===== src/rtl/sida_pkg.sv =====
// Shared types and constants for the signed integer to decimal text converter.
package sida_pkg;

  // Default width of the signed input value
  localparam int unsigned ValueWidthDef = 32;

  // Magnitude bits consumed by the binary-to-BCD unit in one cycle
  localparam int unsigned BitsPerStep = 4;

  // Character code width and the two character bases
  localparam int unsigned CharWidth = 6;
  localparam logic [CharWidth-1:0] ChZero  = 6'd48;
  localparam logic [CharWidth-1:0] ChMinus = 6'd45;

  // Controller states
  typedef enum logic [2:0] {
    ST_IDLE,
    ST_CONV,
    ST_NORM,
    ST_SIGN,
    ST_DIGIT
  } state_e;

  // Commands from controller to datapath
  typedef struct packed {
    logic load;      // capture a new value and clear the BCD register
    logic step;      // run one shift-and-adjust step
    logic norm;      // find the most significant nonzero digit
    logic dec;       // move to the next lower digit
    logic sel_sign;  // present the minus sign on the output
  } ctrl_cmd_t;

  // Status from datapath to controller
  typedef struct packed {
    logic step_last; // current step is the final one
    logic neg;       // value being converted is negative
    logic idx_zero;  // digit pointer is at the least significant digit
  } dp_status_t;

endpackage


===== src/rtl/signed_int_to_decimal_ascii.sv =====
// Top level of the signed integer to decimal ASCII text converter.
//
// Input channel (in_valid_i / in_ready_o, payload value_i): one signed
// two's-complement integer per transaction.
// Output channel (out_valid_o / out_ready_i, payload char_code_o, last_char_o):
// the decimal text, most significant character first, one character per
// transaction; a leading '-' for negative values, a lone '0' for zero, and
// last_char_o set on the final character.
// After the input transaction, the value runs through shift-and-add-3
// conversion (4 magnitude bits per cycle), then a step that finds the
// leading digit; the first character then shows. Characters leave
// one per cycle while the receiver is ready.
// One item is in work at a time; in_ready_o is high only when idle.
// When the receiver stalls, the current character holds until taken.
// Reset returns the controller to idle; the datapath registers are not reset.
module signed_int_to_decimal_ascii #(
  parameter int unsigned VALUE_WIDTH = sida_pkg::ValueWidthDef
) (
  input  logic                           clk_i,
  input  logic                           rst_ni,
  input  logic                           in_valid_i,
  output logic                           in_ready_o,
  input  logic [VALUE_WIDTH-1:0]         value_i,
  output logic                           out_valid_o,
  input  logic                           out_ready_i,
  output logic [sida_pkg::CharWidth-1:0] char_code_o,
  output logic                           last_char_o
);

  sida_pkg::ctrl_cmd_t  cmd;
  sida_pkg::dp_status_t status;

  sida_ctrl u_ctrl (
    .clk_i       (clk_i),
    .rst_ni      (rst_ni),
    .in_valid_i  (in_valid_i),
    .in_ready_o  (in_ready_o),
    .out_valid_o (out_valid_o),
    .out_ready_i (out_ready_i),
    .status_i    (status),
    .cmd_o       (cmd)
  );

  sida_dp #(
    .VALUE_WIDTH (VALUE_WIDTH)
  ) u_dp (
    .clk_i       (clk_i),
    .value_i     (value_i),
    .cmd_i       (cmd),
    .status_o    (status),
    .char_code_o (char_code_o),
    .last_char_o (last_char_o)
  );

endmodule


===== src/rtl/sida_dp.sv =====
// Datapath: magnitude, iterative binary-to-BCD conversion and digit output select.
module sida_dp #(
  parameter int unsigned VALUE_WIDTH = sida_pkg::ValueWidthDef
) (
  input  logic                             clk_i,
  input  logic [VALUE_WIDTH-1:0]           value_i,
  input  sida_pkg::ctrl_cmd_t              cmd_i,
  output sida_pkg::dp_status_t             status_o,
  output logic [sida_pkg::CharWidth-1:0]   char_code_o,
  output logic                             last_char_o
);

  localparam int unsigned Bps    = sida_pkg::BitsPerStep;
  localparam int unsigned MagW   = ((VALUE_WIDTH + Bps - 1) / Bps) * Bps;
  localparam int unsigned Steps  = MagW / Bps;
  localparam int unsigned NumDig = ((MagW * 1233) >> 12) + 1;
  localparam int unsigned IdxW   = (NumDig > 1) ? $clog2(NumDig) : 1;
  localparam int unsigned CntW   = (Steps > 1) ? $clog2(Steps) : 1;

  logic [MagW-1:0]             mag_q, mag_d, mag_step;
  logic [NumDig-1:0][3:0]      bcd_q, bcd_d, bcd_step;
  logic [CntW-1:0]             cnt_q, cnt_d;
  logic [IdxW-1:0]             idx_q, idx_d, idx_top;
  logic                        neg_q, neg_d;
  logic                        in_neg;
  logic [VALUE_WIDTH-1:0]      in_mag;
  logic [3:0]                  cur_digit;

  // Take the magnitude; the most negative value wraps to its correct unsigned form
  assign in_neg = value_i[VALUE_WIDTH-1];
  assign in_mag = in_neg ? (~value_i + VALUE_WIDTH'(1)) : value_i;

  // Shift-and-add-3 over several magnitude bits, most significant bit first
  always_comb begin
    bcd_step = bcd_q;
    mag_step = mag_q;
    for (int b = 0; b < Bps; b++) begin
      for (int d = 0; d < NumDig; d++) begin
        if (bcd_step[d] >= 4'd5) begin
          bcd_step[d] = bcd_step[d] + 4'd3;
        end
      end
      {bcd_step, mag_step} = {bcd_step, mag_step} << 1;
    end
  end

  // Locate the most significant nonzero digit, zero if all digits are zero
  always_comb begin
    idx_top = '0;
    for (int d = 0; d < NumDig; d++) begin
      if (bcd_q[d] != 4'd0) begin
        idx_top = IdxW'(d);
      end
    end
  end

  // Next-state of the datapath registers
  always_comb begin
    mag_d = mag_q;
    bcd_d = bcd_q;
    cnt_d = cnt_q;
    idx_d = idx_q;
    neg_d = neg_q;
    if (cmd_i.load) begin
      mag_d = MagW'(in_mag);
      bcd_d = '0;
      cnt_d = CntW'(Steps - 1);
      neg_d = in_neg;
    end else if (cmd_i.step) begin
      mag_d = mag_step;
      bcd_d = bcd_step;
      cnt_d = cnt_q - CntW'(1);
    end else if (cmd_i.norm) begin
      idx_d = idx_top;
    end else if (cmd_i.dec) begin
      idx_d = idx_q - IdxW'(1);
    end
  end

  // Payload registers need no reset
  always_ff @(posedge clk_i) begin
    mag_q <= mag_d;
    bcd_q <= bcd_d;
    cnt_q <= cnt_d;
    idx_q <= idx_d;
    neg_q <= neg_d;
  end

  // Status back to the controller
  assign status_o.step_last = (cnt_q == '0);
  assign status_o.neg       = neg_q;
  assign status_o.idx_zero  = (idx_q == '0);

  // Select the outgoing character
  assign cur_digit   = bcd_q[idx_q];
  assign char_code_o = cmd_i.sel_sign ? sida_pkg::ChMinus
                                      : (sida_pkg::ChZero + {2'b00, cur_digit});
  assign last_char_o = !cmd_i.sel_sign && (idx_q == '0);

endmodule


===== src/rtl/sida_ctrl.sv =====
// Controller: sequences load, conversion, normalization and character output.
module sida_ctrl (
  input  logic                   clk_i,
  input  logic                   rst_ni,
  input  logic                   in_valid_i,
  output logic                   in_ready_o,
  output logic                   out_valid_o,
  input  logic                   out_ready_i,
  input  sida_pkg::dp_status_t   status_i,
  output sida_pkg::ctrl_cmd_t    cmd_o
);

  sida_pkg::state_e state_q, state_d;

  // Next state
  always_comb begin
    state_d = state_q;
    case (state_q)
      sida_pkg::ST_IDLE: begin
        if (in_valid_i) state_d = sida_pkg::ST_CONV;
      end
      sida_pkg::ST_CONV: begin
        if (status_i.step_last) state_d = sida_pkg::ST_NORM;
      end
      sida_pkg::ST_NORM: begin
        state_d = status_i.neg ? sida_pkg::ST_SIGN : sida_pkg::ST_DIGIT;
      end
      sida_pkg::ST_SIGN: begin
        if (out_ready_i) state_d = sida_pkg::ST_DIGIT;
      end
      sida_pkg::ST_DIGIT: begin
        if (out_ready_i && status_i.idx_zero) state_d = sida_pkg::ST_IDLE;
      end
      default: state_d = sida_pkg::ST_IDLE;
    endcase
  end

  // Outputs and datapath commands
  always_comb begin
    in_ready_o  = 1'b0;
    out_valid_o = 1'b0;
    cmd_o       = '0;
    case (state_q)
      sida_pkg::ST_IDLE: begin
        in_ready_o = 1'b1;
        cmd_o.load = in_valid_i;
      end
      sida_pkg::ST_CONV: begin
        cmd_o.step = 1'b1;
      end
      sida_pkg::ST_NORM: begin
        cmd_o.norm = 1'b1;
      end
      sida_pkg::ST_SIGN: begin
        out_valid_o    = 1'b1;
        cmd_o.sel_sign = 1'b1;
      end
      sida_pkg::ST_DIGIT: begin
        out_valid_o = 1'b1;
        cmd_o.dec   = out_ready_i && !status_i.idx_zero;
      end
      default: begin
        in_ready_o = 1'b0;
      end
    endcase
  end

  // State register
  always_ff @(posedge clk_i or negedge rst_ni) begin
    if (!rst_ni) begin
      state_q <= sida_pkg::ST_IDLE;
    end else begin
      state_q <= state_d;
    end
  end

endmodule


===== config.mk =====
export PLATFORM = sky130hd
export DESIGN_NAME = signed_int_to_decimal_ascii
export DESIGN_NICKNAME = d
export VERILOG_FILES = /design/src/rtl/sida_pkg.sv /design/src/rtl/signed_int_to_decimal_ascii.sv /design/src/rtl/sida_dp.sv /design/src/rtl/sida_ctrl.sv
export SDC_FILE = /design/constraint.sdc
export NUM_CORES = 1
export LEC_CHECK = 0
export ABC_CLOCK_PERIOD_IN_PS = 4100
export BUFFER_PORTS_ARGS = -buffer_cell sky130_fd_sc_hd__buf_2
export CORE_MARGIN = 4
export CORE_UTILIZATION = 50
export CTS_CLUSTER_SIZE = 25
export DETAILED_ROUTE_END_ITERATION = 8
export PLACE_DENSITY = 0.67
export SYNTH_ARGS = -nofsm -noshare
export SYNTH_HDL_FRONTEND = slang
export SYNTH_SLANG_ARGS = --single-unit

===== constraint.sdc =====
create_clock -name clk_i -period 4.1 [get_ports clk_i]
set_input_delay 0.615 -clock clk_i [delete_from_list [all_inputs] [get_ports clk_i]]
set_output_delay 0.615 -clock clk_i [all_outputs]
set_load 0.1 [all_outputs]

==> results.ini <==
[routing]
routed_wl_um = 23000
routed_via_density = 6.14
ant_nets = 0
routedWlPerCell_um = 16.0
dr.pass1.iters = 5
drc = 0
via_count = 8822
drt-initial-drc-count = 539

[setup_path]
max_stage_delay_ns = 0.41
cp_cell_sequence = inv_1 -> ha_1 -> and2b_1 -> o21ai_0 -> and2_1 -> inv_1 -> ha_1 -> a21oi_1 -> o211a_1 -> nor2_1 -> inv_1 -> ha_1 -> nor3_1 -> a221oi_1 -> a2bb2oi_1 -> o21bai_1 -> mux2i_1 -> a211o_1
setup.worst_path.class = flip-flop to flip-flop
required_ns = 4.32
start_kind = flip-flop
arrival_ns = 4.14
crit_path_end_kind = flip-flop
worstPathMaxFanout = 7
crit_slowest_cell = dfxtp_2

[synth]
synth-main-ff-cell = dfxtp_1
synth_largest_area_cell = edfxtp_1
synth-seq-cells = 83
avgSynthCellArea_um2 = 7.65
ys_seq_area_share_pct = 22.4
yosysWarnings = 0
synth-edff-count = 37
async_flop_share_pct = 3.61
synth.distinct_cells = 93
synthCells = 1193
syn_area_um2 = 9130
synth_area_leaders = edfxtp_1 12%, dfxtp_1 9.4%, o21ai_0 6.4%, ha_1 6.0%, nand2_1 5.9%
syn-num-nets = 1273
yosys.area.top_type_share_pct = 12.2

[timing]
layout_setup_ws_ns = 0.182
fin_crit_sh_pct = 95.6
hold_viol_final = 0
fin_setup_tns_ns = 0
report.final.slew_viol_count = 0
final.min_clock_period_ns = 3.92
worstMarginPinSlew_ns = 0.813
max_slew_margin_pct = 45.8
fmax_mhz = 255
finalClockSkew_ns = 0.00838
rsz0062_at_grt = yes
setup-violations-final = 0

[global_routing]
grt_max_degree = 72
grt_usage_pct = 22.1
antenna_found_initial = 0
grt_pass1_vias = 8046
overflow = 0
grt_pass1_wl_um = 38200

[floorplan]
die_h_um = 143
fp.dieW_um = 143
core_um2 = 18000
ios = 45
start_util_pct = 50.8
rows = 49
die_area_um2 = 20500

[place]
pre_cts_ws_ns = 0.127
hpwl_um = 17100
gp_congestion = 0.868
numPortBuffers = 43
placed_cell_area_um2 = 9510

[clock_network]
cts_setup_buffers = 0
cts-root-buf = clkbuf_16
cts_inserted_buffers = 9
cts.sinks = 83
cts_max_level = 3
clkTransAtPathRegs_ns = 0.06
tritoncts = built
insertion_delay_ns = 0.35
cts_buffer_depth = 2
postCtsHoldBufs = 0

[finish]
most-common-layout-cells = 142 x nand2_1, 116 x o21ai_0, 80 x nor2_1
nets = 1283
drive_gt1_share_pct = 12.2
postLayoutCellArea_um2 = 9830
final_common_cell = nand2_1
antenna_cells = 0
area_growth_pct = 7.69

[flow_run]
maxCapViolCount = 0

[worst_hold_path]
hold_path.class = input port to asynchronous set/reset pin

[status]
status = finished clean

==> what timing repair did <==
action                                  in CTS  in global routing
endpoints found under the setup margin       0                 11
gates resized for setup                      0                 15
hold endpoints to repair                     0                  0
==> cell type report <==
cell class | count | area [um^2]
clock inverter | 4 | 21.3
multi-input combinational | 990 | 6690
tap | 229 | 287
fill | 1748 | 8130
inverter | 64 | 240
timing repair buffer | 55 | 305
sequential | 83 | 2050
clock buffer | 12 | 236
==> flip-flops by register name, indices dropped and copies added (netlist names) <==
signal,count
u_ctrl.state_q,3
u_dp.bcd_q,40
u_dp.cnt_q,3
u_dp.idx_q,4
u_dp.mag_q,32
u_dp.neg_q,1
==> synth_stat cells (all sizes together) (7+ instances only) <==
master / count
or2: 19
nand2: 143
a21o: 8
nor3b: 11
a21oi: 70
ha: 44
o21bai: 13
o31ai: 10
o21ai: 135
xor2: 28
inv: 63
nor4: 8
buf: 13
a221oi: 10
nor2: 81
mux4: 8
mux2: 11
or3: 12
dfxtp: 43
a31oi: 7
o311ai: 8
nor3: 32
a211o: 13
and3: 15
o21a: 21
a211oi: 31
mux2i: 33
a221o: 8
a32o: 7
nor2b: 8
xnor2: 12
and2: 18
nand2b: 24
o211ai: 13
a2bb2oi: 11
clkbuf: 43
a22oi: 8
edfxtp: 37
nand3: 19
nand3b: 8
o22ai: 19
==> routing by layer <==
| layer | up-vias | wire, um | GRT usage (%) |
|---|---|---|---|
| met1 | 4115 | 11000 | 30.5 |
| met2 | 182 | 10700 | 36.7 |
| met5 | - | 0 | 0 |
| met3 | 21 | 1030 | 3.68 |
| met4 | 0 | 260 | 4.60 |
| li1 | 4504 | - | - |
==> critical path, delay by kind of cell, from the launching register on <==
kind | cells | cell delay (ns)
buf+inv | 3 | 0.20
flops | 1 | 0.41
fa+ha+maj | 3 | 0.73
compound gates | 7 | 1.71
simple gates | 4 | 0.60
mux | 1 | 0.15
==> logic make-up after synthesis <==
group	count (synthesis)	share of synthesized area [%]
mux	52	7.09
flops	83	22.4
fa+ha+maj	44	6.03
compound gates	437	32.7
buf+inv	120	5.13
other cells	1	0.0411
xor+xnor	40	3.84
simple gates	416	22.8
==> path summary, 6_finish.rpt <==
| check | slack (ns) | end | cells after the start | startpoint |
|---|---|---|---|---|
| min | 0.07 | u_ctrl.state_q[1] | 1 | rst_ni |
| max in group asynchronous | 3.90 | u_ctrl.state_q[2] | 1 | rst_ni |
| max | 0.18 | u_dp.bcd_q[28] | 18 | u_dp.bcd_q[24] |
| min reg2reg | 0.49 | u_dp.cnt_q[1] | 2 | u_dp.cnt_q[1] |
| min in group clk_i | 0.49 | u_dp.cnt_q[1] | 2 | u_dp.cnt_q[1] |
| max reg2reg | 0.18 | u_dp.bcd_q[28] | 18 | u_dp.bcd_q[24] |
==> stage by stage <==
stage	hold slack, ns	util, %	std cells
after global placement	0.428	52.9	1421
final	0.0742	54.7	1437
after detailed placement	0.430	52.9	1421
after global routing	0.0656	54.7	1437
after CTS	0.0643	54.4	1437
after floorplan	0.319	-	1193
Power is not shown: default switching activity piles up to over one toggle a cycle in this logic, so the estimate is an artifact.
